### config.mk
export PLATFORM = sky130hd
export DESIGN_NAME = sdc_rbuf
export DESIGN_NICKNAME = d
export VERILOG_FILES = /design/src/rtl/core/sdc_pkg.sv /design/src/rtl/core/sdc_rbuf.sv
export SDC_FILE = /design/constraint.sdc
export NUM_CORES = 1
export LEC_CHECK = 0
export ABC_AREA = 0
export BUFFER_PORTS_ARGS = -buffer_cell sky130_fd_sc_hd__buf_2
export CORE_MARGIN = 5
export CORE_UTILIZATION = 35
export DETAILED_ROUTE_END_ITERATION = 8
export PLACE_DENSITY = 0.55
export SYNTH_ARGS = -nofsm -noshare
export SYNTH_HDL_FRONTEND = slang
export SYNTH_SLANG_ARGS = --single-unit
### constraint.sdc
create_clock -name aclk -period 8.2 [get_ports aclk]
set_input_delay 1.64 -clock aclk [delete_from_list [all_inputs] [get_ports aclk]]
set_output_delay 1.64 -clock aclk [all_outputs]
set_load 0.02 [all_outputs]
### src/rtl/core/sdc_pkg.sv
// Shared types and constants of the sprite depth compositor.
// Used by every module under rtl/core except sdc_ram; depends on nothing else.
package sdc_pkg;

    localparam int MAX_COLS  = 128;
    localparam int MAX_ROWS  = 64;
    localparam int MAX_CELLS = 8192;

    localparam int ADDR_W = $clog2(MAX_CELLS);
    localparam int IDX_W  = $clog2(MAX_ROWS * MAX_COLS) + 1;

    // request kinds
    typedef logic [1:0] kind_t;
    localparam kind_t KIND_CLEAR  = 2'd0;
    localparam kind_t KIND_HEADER = 2'd1;
    localparam kind_t KIND_CHAR   = 2'd2;
    localparam kind_t KIND_READ   = 2'd3;

    // configuration registers
    localparam int CFG_IDX_W = 2;
    localparam logic [CFG_IDX_W-1:0] REG_SCREEN_WIDTH  = 2'd0;
    localparam logic [CFG_IDX_W-1:0] REG_SCREEN_HEIGHT = 2'd1;
    localparam logic [7:0] SCREEN_WIDTH_RST  = 8'd80;
    localparam logic [6:0] SCREEN_HEIGHT_RST = 7'd25;

    localparam logic [7:0]  BLANK_CHAR  = 8'h20;
    localparam logic [15:0] CLEAR_ORDER = 16'hFFFF;

    typedef logic [ADDR_W-1:0] addr_t;

    typedef struct packed {
        logic [15:0] order;
        logic [15:0] attr;
        logic [7:0]  chr;
    } cell_t;

    localparam int CELL_W = $bits(cell_t);
    localparam cell_t BLANK_CELL = '{order: CLEAR_ORDER, attr: 16'h0000, chr: BLANK_CHAR};

    // one request on its way to the store
    typedef struct packed {
        logic  valid;
        kind_t kind;
        logic  draw;       // character passes visibility and clip tests
        logic  on_screen;  // cell lies on the screen in use
        addr_t addr;
        cell_t wdata;
    } req_t;

    // store status seen by the top level
    typedef struct packed {
        logic clearing;
        logic read_pending;
    } rmw_status_t;

    localparam int RBUF_DEPTH = 3;
    localparam int RBUF_PTR_W = $clog2(RBUF_DEPTH);
    localparam int RBUF_CNT_W = $clog2(RBUF_DEPTH + 1);

endpackage

### src/rtl/core/sdc_rbuf.sv
// Result queue between the cell store and the result channel.
// Depends on sdc_pkg.
module sdc_rbuf (
    input  logic                             aclk,
    input  logic                             aresetn,
    input  logic                             push,
    input  sdc_pkg::cell_t                   push_cell,
    input  logic                             pop,
    output logic                             out_valid,
    output sdc_pkg::cell_t                   out_cell,
    output logic [sdc_pkg::RBUF_CNT_W-1:0]   count
);
    import sdc_pkg::*;

    cell_t                 entry_reg [RBUF_DEPTH];
    logic [RBUF_PTR_W-1:0] wr_ptr_reg, wr_ptr_next;
    logic [RBUF_PTR_W-1:0] rd_ptr_reg, rd_ptr_next;
    logic [RBUF_CNT_W-1:0] count_reg,  count_next;

    function automatic logic [RBUF_PTR_W-1:0] ptr_inc(input logic [RBUF_PTR_W-1:0] p);
        ptr_inc = (p == RBUF_PTR_W'(RBUF_DEPTH - 1)) ? '0 : p + RBUF_PTR_W'(1);
    endfunction

    always_comb begin
        wr_ptr_next = push ? ptr_inc(wr_ptr_reg) : wr_ptr_reg;
        rd_ptr_next = pop  ? ptr_inc(rd_ptr_reg) : rd_ptr_reg;
        count_next  = count_reg + RBUF_CNT_W'(push) - RBUF_CNT_W'(pop);
    end

    always_ff @(posedge aclk) begin
        if (!aresetn) begin
            wr_ptr_reg <= '0;
            rd_ptr_reg <= '0;
            count_reg  <= '0;
        end else begin
            wr_ptr_reg <= wr_ptr_next;
            rd_ptr_reg <= rd_ptr_next;
            count_reg  <= count_next;
        end
        if (push) begin
            entry_reg[wr_ptr_reg] <= push_cell;
        end
    end

    assign out_valid = (count_reg != '0);
    assign out_cell  = entry_reg[rd_ptr_reg];
    assign count     = count_reg;

    a_no_overflow: assert property (@(posedge aclk) disable iff (!aresetn)
        push && !pop |-> count_reg != RBUF_CNT_W'(RBUF_DEPTH))
        else $error("result queue overflow");

endmodule
---- Yosys cells after proc, flatten, opt, wreduce, memory -nomap -nowiden ----
Memories as Yosys holds them, arrays and structs flattened. A register that Yosys moved wholly into a read port is not among the register bits.
Index checks and enable logic that the tools add are counted.
Widths: inputs -> output; s select.
word-level totals
  ROM bits ................................ 0
  RAM bits ................................ 120
  memories kept ........................... 1
  register bits after elaboration ......... 6
  output and inout port bits .............. 43
  bits in latches ......................... 0
memories
  memory     depth  width  read ports  clocked after memory_dff  write ports  line            text
  entry_reg  3      40     1           1                         1            sdc_rbuf.sv:15  cell_t entry_reg [RBUF_DEPTH];
operators by class
  shift operators ......................... 0
  multiplexer cells ....................... 6
  div/mod/pow operators ................... 0
  bitwise logic cells ..................... 0
  add/sub/neg operators ................... 4
  eq/ne operators ......................... 2
  reduce and logical (&&, ||, !) cells .... 1
  magnitude comparators ................... 0
  $mul .................................... 0
operator list
  kind                 count
  $mux 2               4
  $add 2x1->2 const B  2
  $eq 2x2->1 const B   2
  $add 2x1->2          1
  $mux 1               2
  $reduce_bool 2->1    1
  $sub 2x1->2          1

---- Longest topological paths before layout ----
Gate-level depths: netlist (run 1).
  depth after elaboration ................. 4
  mapped depth ............................ 6
  mapped depth without buffers ............ 6

---- Least setup slack after synthesis (run 1) ----
Ideal clock, no wire load.
  path kind ............................... input-to-reg
  start ................................... input push
  end ..................................... memory entry_reg[0][0] in the netlist's numbering (enable)
  slack ................................... 3.076 ns
  stages on the path ...................... 1
  data arrival time ....................... 4.627 ns
  buffers on the path ..................... 0
  cell sequence ........................... nor3b_1
between the ends
  cells in the longest elaborated chain, start to end .. 2
RTL lines
  element                       line            text
  from (decl)                   sdc_rbuf.sv:6   input logic push,
  $mux 1                        sdc_rbuf.sv:40  if (push) begin
  $mux 1 (not written as such)  sdc_rbuf.sv:41  entry_reg[wr_ptr_reg] <= push_cell;
  to (decl)                     sdc_rbuf.sv:15
Every way passes these cells.

==> impl_results.rst, run 1 <==
.. list-table::
   :header-rows: 1

   * - Metric
     - Value
   * - Shortest clock period the worst path allows after layout
     - 3.80 ns
   * - Proportion of synthesized chip area in sequential cells
     - 0.780
   * - TritonRoute pass-1 iters
     - 4
   * - Max-cap violation count
     - 0
   * - Number of cell rows
     - 43
   * - TritonCTS Sinks
     - 128
   * - Pin count of the biggest net entering global routing
     - 42
   * - Top-level port count
     - 87
   * - Total of cells resized after clock tree synthesis
     - 0
   * - Final Routed Wirelength
     - 8760 microns
   * - Startpoint type of the worst setup path
     - flip-flop
   * - Buffers from clock root to sink, at most
     - 2
   * - Number of diodes
     - 0
   * - Synth top area cells
     - sky130_fd_sc_hd__edfxtp_1, sky130_fd_sc_hd__mux2i_1, sky130_fd_sc_hd__o21ai_1
   * - DRC marker count from the first detailed-route iteration
     - 88
   * - Layout Utilization
     - 0.442
   * - Number of buffers created by CTS
     - 17
   * - Full die area
     - 16200 sq um
   * - Hold buffer count at cts
     - 0
   * - Cell with the most instances after synthesis
     - sky130_fd_sc_hd__edfxtp_1
   * - Root buffer cell
     - sky130_fd_sc_hd__clkbuf_16
   * - Worst Setup End Kind
     - primary output
   * - Avg Cell Area, Syn
     - 16.9 sq um
   * - Wire length of the first global-routing pass
     - 13600 microns
   * - Cell Pwr Density
     - 288 nW/um^2
   * - Cell type with the highest aggregate area in the netlist
     - sky130_fd_sc_hd__edfxtp_1
   * - Share of the synthesized area in the top cell type
     - 0.747
   * - Proportion of layout cells with a drive suffix above 1
     - 0.326
   * - Starting utilization of the core area
     - 0.352
   * - Clock latency reported for the late side of the worst-skew pair
     - 0.41 ns
   * - Total GRT Usage
     - 0.114
   * - Final setup violation count
     - 0
   * - Primary FF master, synth
     - sky130_fd_sc_hd__edfxtp_1
   * - CP Class
     - reg2out
   * - Hold Path Depth
     - 2
   * - Leakage power of the design
     - 2.16 nW
   * - Die Span X
     - 127 microns
   * - Leading post-synthesis cells by instance count
     - sky130_fd_sc_hd__edfxtp_1, sky130_fd_sc_hd__nand2_1, sky130_fd_sc_hd__mux2i_1
   * - Async set-or-reset flop fraction in the synthesized netlist
     - 0
   * - Worst clock skew
     - 0.0142 ns
   * - Fin crit share
     - 0.464
   * - Number of enable-type register cells in the synthesized netlist
     - 120
   * - Reg2reg setup slack
     - 6.38 ns
   * - Number of cells traversed by the worst register-to-register path
     - 3
   * - Slew at the pin with the worst max-slew slack
     - 1.00 ns
   * - Worst setup margin
     - 4.40 ns
   * - Htree depth
     - 4
   * - Overall power after layout
     - 0.00174 W
   * - Path category of the worst min-delay check
     - reg2reg
   * - Via count
     - 2570
   * - Number of flip-flops in the largest register
     - 120
   * - Worst Path Required
     - 6.56 ns
   * - Worst vdd rail ir drop
     - 0.000148 V
   * - Number of nets with antenna violations after routing
     - 0
   * - Via count of the first global-routing pass
     - 2622
   * - F_max
     - 0.263 GHz
   * - Number of port buffers
     - 86
   * - Setup repair after global routing missed its margin
     - no
   * - Worst-case setup slack after placement
     - 4.78 ns
   * - Synth-to-Final Area Change
     - 25.6%
   * - Count of final hold-check violations
     - 0
   * - Clock transition at the registers of the reported paths
     - 0.06 ns
   * - Total nets after synthesis
     - 331
   * - Count of warnings emitted by yosys
     - 0
   * - Setup tns final
     - 0 ns
   * - Routed wire length per instance
     - 15.3 microns
   * - DRC violation count after routing
     - 0
   * - Clock tree from TritonCTS
     - built
   * - DP Wirelength
     - 5240 microns
   * - Setup bufs post-CTS
     - 0
   * - Core outline area
     - 13700 sq um
   * - Synthesized area
     - 4820 sq um
   * - Residual overflow from global routing
     - 0
   * - Antenna violations before repair
     - 0
   * - Highest net fanout along the worst path
     - 41
   * - Weighted congestion reported at the end of routability-driven placement
     - 0.685
   * - Endpoint arrival time on the critical path
     - 2.16 ns
   * - Yosys cell types
     - 23
   * - Synthesized instance count
     - 285
   * - Register bit total from synthesis
     - 128
   * - Max-Slew Margin vs Limit
     - 0.333
   * - Via density
     - 4.49
   * - Die Y
     - 127 microns
   * - Outcome
     - complete, no violations
   * - Number of nets at the end of the flow
     - 426
   * - Final number of max-transition violations
     - 0
[layout by cell type (no fill, tap or decap), drive strengths merged]
| master | instances |
|---|---|
| mux2i | 40 |
| nand2 | 41 |
| edfxtp | 120 |
| nand3b | 2 |
| xnor3 | 1 |
| o21ai | 40 |
| clkinv | 5 |
| nor3b | 2 |
| nor2 | 1 |
| and2b | 1 |
| a21boi | 2 |
| or2 | 1 |
| buf | 90 |
| and2 | 1 |
| dfxtp | 8 |
| clkbuf | 18 |
| clkinvlp | 3 |
| nor2b | 2 |
| o21a | 2 |
| nand2b | 2 |
| ha | 2 |
| bufinv | 6 |
| inv | 3 |
[worst max-delay path, stage by stage, from the launching register on]
cell and delay (ns):
sky130_fd_sc_hd__dfxtp_2 0.81, sky130_fd_sc_hd__buf_4 0.49, sky130_fd_sc_hd__nand2_1 0.09, sky130_fd_sc_hd__o21ai_1 0.12
sky130_fd_sc_hd__buf_2 0.20
[path summary, 6_finish.rpt]
check | from | to
hold / removal | rd_ptr_reg[1] | flip-flop
hold reg to reg | rd_ptr_reg[1] | flip-flop
setup reg to reg | wr_ptr_reg[1] | entry_reg[2][32]
setup / recovery | flip-flop | out_cell[16]
[layer usage]
layer / GRT usage / vias up / wire (microns)
li1: - / 1266 / -
met1: 0.137 / 1226 / 3910
met2: 0.178 / 68 / 4200
met3: 0.0468 / 10 / 501
met4: 0.0530 / 0 / 143
met5: 0 / - / 0
[power by group]
group | total, W | internal, W | switching (W)
Clock | 0.000836 | 0.000569 | 0.000266
Sequential | 0.000763 | 0.000748 | 0.0000141
Combinational | 0.000146 | 0.0000547 | 0.0000914
Total | 0.00174 | 0.00137 | 0.000372
[layout make-up]
cell class	instances	area, sq um
fillers	1240	7660
multi-input cells	140	927
clock inverters	14	239
well taps	180	225
clock buffers	18	429
flip-flops and latches	128	3770
repair buffers	90	460
inverters	3	11.3
[cell families after synthesis]
group / Yosys count / synth area share
compound gates: 44 / 0.0485
flops: 128 / 0.780
fa+ha+maj: 2 / 0.00519
buf+inv: 17 / 0.0303
mux: 40 / 0.0830
simple gates: 53 / 0.0482
xor+xnor: 1 / 0.00467
[metrics by stage]
step	hold WS [ns]	area (sq um)	cells
CTS	0.518	6060	573
finish	0.511	6060	573
floorplan	0.477	4820	285
detailed placement	0.511	5390	541
global route	0.558	6060	573
global placement	0.489	5390	541
Power figures use the tool's default switching activity.
==> run 2: changes to the inputs <==
--- a/config.mk
+++ b/config.mk
@@ -5,12 +5,12 @@
 export SDC_FILE = /design/constraint.sdc
 export NUM_CORES = 1
 export LEC_CHECK = 0
-export ABC_AREA = 0
+export ABC_AREA = 1
 export BUFFER_PORTS_ARGS = -buffer_cell sky130_fd_sc_hd__buf_2
 export CORE_MARGIN = 5
 export CORE_UTILIZATION = 35
 export DETAILED_ROUTE_END_ITERATION = 8
-export PLACE_DENSITY = 0.55
+export PLACE_DENSITY = 0.57
 export SYNTH_ARGS = -nofsm -noshare
 export SYNTH_HDL_FRONTEND = slang
 export SYNTH_SLANG_ARGS = --single-unit
==> constraint.sdc (replaced) <==
create_clock -name aclk -period 3.2 [get_ports aclk]
set_input_delay 0.64 -clock aclk [delete_from_list [all_inputs] [get_ports aclk]]
set_output_delay 0.64 -clock aclk [all_outputs]
set_load 0.02 [all_outputs]
==> run 2 against run 1 <==
Non-clock buffer count rose by 2; routed wire length grew 21%; global-route usage increased by 2.2 points; highest routed layer unchanged; setup slack got worse by 3.9 ns; first-iteration DRC count grew 67%; flip-flop and latch count did not move; largest power group unchanged; critical endpoint is now out_cell[1]; core utilization rose by 0.71 points; register-to-register slack got worse by 4.9 ns.
==> impl_results.rst, run 2 <==
.. list-table::
   :header-rows: 1

   * - Metric
     - Value
   * - Outcome
     - complete, no violations
   * - Final setup violation count
     - 0 (unchanged)
   * - Post-layout instance area
     - 5970 sq um (-1.5%)
   * - Cell with the most instances after synthesis
     - sky130_fd_sc_hd__edfxtp_1
   * - Cell type with the highest aggregate area in the netlist
     - sky130_fd_sc_hd__edfxtp_1
   * - Leading cell type in the layout, fill and taps excluded
     - sky130_fd_sc_hd__edfxtp_1
   * - Via count
     - 2968 (+15%)
   * - Wire length of the first global-routing pass
     - 16400 microns (+21%)
   * - Synth-to-Final Area Change
     - 24.9%
   * - Count of final hold-check violations
     - 0 (unchanged)
   * - Register bit total from synthesis
     - 128 (unchanged)
   * - Critical path buffer and inverter count
     - 2 (unchanged)
   * - Synth top area cells
     - sky130_fd_sc_hd__edfxtp_1, sky130_fd_sc_hd__a21oi_1, sky130_fd_sc_hd__nand2_1
   * - F_max
     - 0.371 GHz
   * - Number of buffers created by CTS
     - 17 (unchanged)
   * - Final number of max-transition violations
     - 0 (unchanged)
   * - DRC violation count after routing
     - 0 (unchanged)
   * - Root buffer cell
     - sky130_fd_sc_hd__clkbuf_16
   * - Via count of the first global-routing pass
     - 3095 (+18%)
   * - Worst Path Required
     - 2.56 ns (-4.00 ns)
   * - Async set-or-reset flop fraction in the synthesized netlist
     - 0 (unchanged)
   * - DRC marker count from the first detailed-route iteration
     - 147 (+67%)
   * - Buffers from clock root to sink, at most
     - 2 (unchanged)
   * - Yosys cell types
     - 15 (-35%)
   * - Most frequent cells in the layout
     - sky130_fd_sc_hd__edfxtp_1, sky130_fd_sc_hd__buf_2, sky130_fd_sc_hd__a21oi_1
   * - Endpoint arrival time on the critical path
     - 2.05 ns (-0.11 ns)
   * - Fillcell total
     - 1218 (-1.8%)
   * - Cell type of the slowest stage on the worst timing path
     - sky130_fd_sc_hd__dfxtp_2
   * - Die Span X
     - 127 microns (-0.46%)
   * - Pin count of the biggest net entering global routing
     - 41 (-2.4%)
   * - Path category of the worst min-delay check
     - in2reg
   * - Top-level port count
     - 87 (unchanged)
   * - Post-placement cell area
     - 5350 sq um (-0.84%)
   * - Die Y
     - 127 microns (-0.46%)
   * - Highest cell delay on the worst timing path
     - 0.71 ns (-0.10 ns)
   * - Crit-path cells
     - clkinv_4, nand2_1, a21oi_1, buf_2
   * - Proportion of synthesized chip area in sequential cells
     - 0.788 (+0.00776)
   * - TritonRoute pass-1 iters
     - 4 (unchanged)
   * - Primary FF master, synth
     - sky130_fd_sc_hd__edfxtp_1
   * - Via density
     - 4.76 (+6.0%)
   * - Hold buffer count at cts
     - 0 (unchanged)
   * - Worst vdd rail ir drop
     - 0.000408 V (+180%)
   * - DP Wirelength
     - 6200 microns (+18%)
   * - Starting utilization of the core area
     - 0.359 (+0.00764)
   * - Worst setup margin
     - 0.506 ns (-3.89 ns)
   * - Highest net fanout along the worst path
     - 40 (-2.4%)
   * - Number of nets at the end of the flow
     - 481 (+13%)
   * - Number of diodes
     - 0 (unchanged)
   * - Count of warnings emitted by yosys
     - 0 (unchanged)
   * - Total nets after synthesis
     - 388 (+17%)
   * - Weighted congestion reported at the end of routability-driven placement
     - 0.717 (+4.6%)
   * - Share of the synthesized area in the top cell type
     - 0.754 (+0.00743)
   * - Clock latency reported for the late side of the worst-skew pair
     - 0.41 ns (about the same)
   * - Number of enable-type register cells in the synthesized netlist
     - 120 (unchanged)
   * - Clock transition at the registers of the reported paths
     - 0.05 ns (about the same)
   * - Number of cell rows
     - 42 (-2.3%)
   * - Avg Cell Area, Syn
     - 14.0 sq um (-17%)
   * - Total GRT Usage
     - 0.136 (+0.0217)
   * - Number of nets with antenna violations after routing
     - 0 (unchanged)
   * - TritonCTS Sinks
     - 128 (unchanged)
   * - Core outline area
     - 13300 sq um (-3.1%)
   * - Startpoint type of the worst setup path
     - flip-flop
   * - Max-cap violation count
     - 0 (unchanged)
   * - Antenna violations before repair
     - 0 (unchanged)
   * - Number of port buffers
     - 86 (unchanged)
   * - Setup repair after global routing missed its margin
     - no
   * - Worst clock skew
     - 0.00520 ns (-0.00898 ns)
   * - Number of flip-flops in the largest register
     - 120 (unchanged)
   * - Proportion of layout cells with a drive suffix above 1
     - 0.288 (-0.0378)
   * - Leakage power of the design
     - 2.28 nW (+5.4%)
   * - Htree depth
     - 4 (unchanged)
   * - Cell Pwr Density
     - 747 nW/um^2 (+160%)
   * - Overall power after layout
     - 0.00445 W (+160%)
   * - Synthesized area
     - 4780 sq um (-0.99%)
   * - Family with the most delay on the worst path
     - flip-flops
   * - Residual overflow from global routing
     - 0 (unchanged)
   * - Full die area
     - 16100 sq um (-0.91%)
   * - Setup tns final
     - 0 ns (unchanged)
   * - Final Routed Wirelength
     - 10600 microns (+21%)
   * - Leading post-synthesis cells by instance count
     - sky130_fd_sc_hd__edfxtp_1, sky130_fd_sc_hd__a21oi_1, sky130_fd_sc_hd__nand2_1
   * - Worst Setup End Kind
     - primary output
   * - Clock tree from TritonCTS
     - built
   * - Synthesized instance count
     - 342 (+20%)
   * - Worst-case setup slack after placement
     - 0.904 ns (-3.87 ns)
   * - Slew at the pin with the worst max-slew slack
     - 0.965 ns (-0.0347 ns)
   * - CP Class
     - reg2out
   * - Setup bufs post-CTS
     - 0 (unchanged)
   * - Max-Slew Margin vs Limit
     - 0.356 (+0.0232)
   * - Total of cells resized after clock tree synthesis
     - 0 (unchanged)
   * - Fin crit share
     - 0.842
   * - Routed wire length per instance
     - 17.0 microns (+11%)
   * - Shortest clock period the worst path allows after layout
     - 2.69 ns
-- run 2: power by group --
part	total (W)	switching (W)	internal [W]	leakage, nW
logic	0.000509	0.000351	0.000157	0.801
registers	0.00195	0.0000341	0.00192	1.18
clock network	0.00199	0.000661	0.00133	0.303
total	0.00445	0.00105	0.00341	2.28
-- run 2: worst register-to-register path, cell delays in order, from the launching register on --
cell and delay (ns):
sky130_fd_sc_hd__dfxtp_1 0.41, sky130_fd_sc_hd__nand3_1 0.15, sky130_fd_sc_hd__inv_2 0.72
-- run 2: layout make-up --
cell class,count,area (sq um),share of cell area
clock buffer,20,457,0.0766
clock inverter,12,164,0.0275
inverter,12,50.0,0.00839
multi-input combinational,184,833,0.140
sequential,128,3770,0.631
tap,176,220,0.0369
timing repair buffer,92,475,0.0797
-- run 2: path summary, 6_finish.rpt --
kind                 startpoint          endpoint  slack [ns]  depth (start not counted)
setup reg to reg  wr_ptr_reg[0]   entry_reg[1][9]        1.53                          2
hold reg to reg   wr_ptr_reg[1]     wr_ptr_reg[1]        0.49                          2
setup / recovery      flip-flop       out_cell[1]        0.51                          4
hold / removal    push_cell[20]  entry_reg[2][20]        0.43                          1
-- run 2: logic make-up (layout without fill, tap and decap cells) --
family / after synthesis / count (layout) / synth area share
buffers and inverters: 30 / 136 / 0.0401
xor gates and xnor gates: 1 / 1 / 0.00183
adders and majority gates: 2 / 2 / 0.00524
AOI/OAI and AO/OA: 84 / 84 / 0.0880
DFF: 128 / 128 / 0.788
and+or+nand+nor: 97 / 97 / 0.0770
-- run 2: layer usage --
layer / GRT usage / routed length, microns
met4: 0.0562 / 182
met1: 0.167 / 4660
met2: 0.219 / 5110
met3: 0.0454 / 667
met5: 0 / 0
-- run 2: metrics by stage --
step,std cells,hold slack [ns],util
2_1_floorplan,342,0.453,-
3_3_place_gp,592,0.463,0.402
3_5_place_dp,592,0.479,0.402
4_1_cts,624,0.407,0.449
5_1_grt,624,0.412,0.449
6_report,624,0.426,0.449
==> run 3: changes to the inputs <==
==> constraint.sdc (replaced) <==
create_clock -name aclk -period 2.3 [get_ports aclk]
set_input_delay 0.46 -clock aclk [delete_from_list [all_inputs] [get_ports aclk]]
set_output_delay 0.46 -clock aclk [all_outputs]
set_load 0.02 [all_outputs]
==> run 3 against run 2 <==
Routed wire length fell by 0.94%; non-clock buffer count rose by 4; register-to-register slack got worse by 0.64 ns; hold slack got worse by 0.18 ns; flip-flop and latch count did not move; cell area rose by 0.86%; critical path depth did not move; combinational power rose by 44%; critical path type unchanged; highest routed layer is now met5.
==> impl_results.rst, run 3 (synthesis gave the netlist of run 2 again) <==
.. list-table::
   :header-rows: 1

   * - Metric
     - Value
   * - Outcome
     - complete, no violations
   * - Via count of the first global-routing pass
     - 3160 (+2.1%)
   * - Startpoint type of the worst setup path
     - flip-flop
   * - Most frequent cells in the layout
     - sky130_fd_sc_hd__edfxtp_1, sky130_fd_sc_hd__buf_2, sky130_fd_sc_hd__a21oi_1
   * - Top-level port count
     - 87 (unchanged)
   * - Count of final hold-check violations
     - 0 (unchanged)
   * - Met2 Routed Length
     - 5240 microns (+2.4%)
   * - Antenna violations before repair
     - 1 (+1)
   * - Total GRT Usage
     - 0.137 (+0.00129)
   * - Starting utilization of the core area
     - 0.359 (unchanged)
   * - Cell Pwr Density
     - 1020 nW/um^2 (+37%)
   * - Highest cell delay on the worst timing path
     - 0.46 ns (-0.25 ns)
   * - Routed wire length per instance
     - 16.7 microns (-1.6%)
   * - Worst vdd rail ir drop
     - 0.000522 V (+28%)
   * - Number of cell rows
     - 42 (unchanged)
   * - Path category of the worst min-delay check
     - in2reg
   * - Layout Utilization
     - 0.453 (+0.00386)
   * - Clock transition at the registers of the reported paths
     - 0.05 ns (about the same)
   * - Leakage power of the design
     - 2.30 nW (+0.95%)
   * - TritonRoute pass-1 iters
     - 4 (unchanged)
   * - Setup repair after global routing missed its margin
     - no
   * - Residual overflow from global routing
     - 0 (unchanged)
   * - Number of diodes
     - 0 (unchanged)
   * - Crit-path cells
     - buf_4, a21oi_1, a21oi_1, buf_2
   * - Synth-to-Final Area Change
     - 26.0%
   * - Number of flip-flops in the largest register
     - 120 (unchanged)
   * - Wire length of the first global-routing pass
     - 16400 microns (-0.13%)
   * - Shortest clock period the worst path allows after layout
     - 2.15 ns
   * - Via count
     - 3009 (+1.4%)
   * - Core outline area
     - 13300 sq um (unchanged)
   * - Highest metal layer with signal wires
     - met5
   * - Number of port buffers
     - 86 (unchanged)
   * - DP Wirelength
     - 6540 microns (+5.5%)
   * - Clock tree from TritonCTS
     - built
   * - Slew at the pin with the worst max-slew slack
     - 0.346 ns (-0.619 ns)
   * - Tightest hold margin
     - 0.247 ns (-0.179 ns)
   * - Number of buffers created by CTS
     - 17 (unchanged)
   * - Worst Path Required
     - 1.84 ns (-0.72 ns)
   * - CP Class
     - reg2out
   * - Cell type of the slowest stage on the worst timing path
     - sky130_fd_sc_hd__dfxtp_4
   * - Endpoint arrival time on the critical path
     - 1.69 ns (-0.36 ns)
   * - Final number of max-transition violations
     - 0 (unchanged)
   * - Worst clock skew
     - 0.00886 ns (+0.00366 ns)
   * - Fillcell total
     - 1195 (-1.9%)
   * - Leading cell type in the layout, fill and taps excluded
     - sky130_fd_sc_hd__edfxtp_1
   * - Root buffer cell
     - sky130_fd_sc_hd__clkbuf_16
   * - Worst Setup End Kind
     - primary output
   * - M1 WL
     - 4440 microns (-4.7%)
   * - Fin crit share
     - 0.936
   * - Proportion of layout cells with a drive suffix above 1
     - 0.288 (-0.000336)
   * - Max-cap violation count
     - 0 (unchanged)
   * - Clock latency reported for the late side of the worst-skew pair
     - 0.41 ns (about the same)
   * - Via density
     - 4.79 (+0.74%)
   * - Dominant cell type by count on the critical path
     - sky130_fd_sc_hd__a21oi_1
   * - Htree depth
     - 4 (unchanged)
   * - Number of nets with antenna violations after routing
     - 0 (unchanged)
   * - Max-Slew Margin vs Limit
     - 0.769 (+0.413)
   * - Die Y
     - 127 microns (unchanged)
   * - Full die area
     - 16100 sq um (unchanged)
   * - Die Span X
     - 127 microns (unchanged)
   * - Final Routed Wirelength
     - 10500 microns (-0.94%)
   * - Reg2reg setup slack
     - 0.89 ns (-0.64 ns)
   * - DRC marker count from the first detailed-route iteration
     - 213 (+45%)
   * - Setup tns final
     - 0 ns (unchanged)
   * - Routed wire length on met3
     - 662 microns (-0.75%)
   * - Origin of the critical flop-to-flop path
     - wr_ptr_reg[1]
   * - F_max
     - 0.465 GHz
   * - DRC violation count after routing
     - 0 (unchanged)
   * - Weighted congestion reported at the end of routability-driven placement
     - 0.719 (+0.35%)
   * - Final setup violation count
     - 0 (unchanged)
   * - Start point of the worst hold path
     - push_cell[0]
   * - Highest net fanout along the worst path
     - 17 (-57%)
   * - TritonCTS Sinks
     - 128 (unchanged)
   * - Number of nets at the end of the flow
     - 485 (+0.83%)
   * - Pin count of the biggest net entering global routing
     - 41 (unchanged)
   * - Buffers from clock root to sink, at most
     - 2 (unchanged)
==> run 3: cell count changes in the layout (fill, tap and decap cells not counted), sizes merged <==
cell	previous run	this run
buf	92	96
clkinv	7	9
clkbuf	20	17
inv	11	12
==> run 3: timing repair <==
action | CTS | global route
gates resized for setup | 0 | 2
setup endpoints to repair | 0 | 10
hold buffers | 0 | 0
buffers inserted | 0 | 0
==> run 3: worst paths after layout <==
kind              cells past startpoint          endpoint
hold / removal                        1   entry_reg[0][0]
setup reg to reg                      4  entry_reg[1][17]
hold reg to reg                       2     wr_ptr_reg[1]
setup / recovery                      4      out_cell[23]
==> run 3: area by class of cell <==
class	instances	area (sq um)	area share
clock buffer	17	425	0.0707
clock inverter	15	174	0.0289
inverter	12	52.6	0.00873
multi-input combinational	184	833	0.138
sequential	128	3770	0.626
tap	176	220	0.0366
timing repair buffer	96	543	0.0902
==> run 3: routing by layer <==
layer / vias up / global-route usage
li1: 1421 / -
met5: - / 0
met1: 1494 / 0.161
met4: 2 / 0.0625
met3: 16 / 0.0530
met2: 76 / 0.223
==> run 3: critical path: cells and delay by family (launching register included) <==
family / cells / cell delay (ns)
buffers and inverters: 2 / 0.51
AO/OA/AOI/OAI: 2 / 0.31
flip-flops: 1 / 0.46
==> run 3: per-stage QoR <==
| stage | cells | setup slack, ns | total power, W | instance area, sq um |
|---|---|---|---|---|
| floorplan | 342 | 0.396 | 0.00322 | 4790 |
| global placement | 596 | 0.534 | 0.00349 | 5410 |
| detailed placement | 596 | 0.512 | 0.00350 | 5410 |
| CTS | 628 | 0.0537 | 0.00622 | 6010 |
| global route | 628 | 0.0764 | 0.00638 | 6020 |
| finish | 628 | 0.148 | 0.00614 | 6020 |
==> run 3: report_power, final <==
group | internal [W] | switching [W]
logic | 0.000236 | 0.000498
registers | 0.00267 | 0.0000397
clock network | 0.00178 | 0.000923
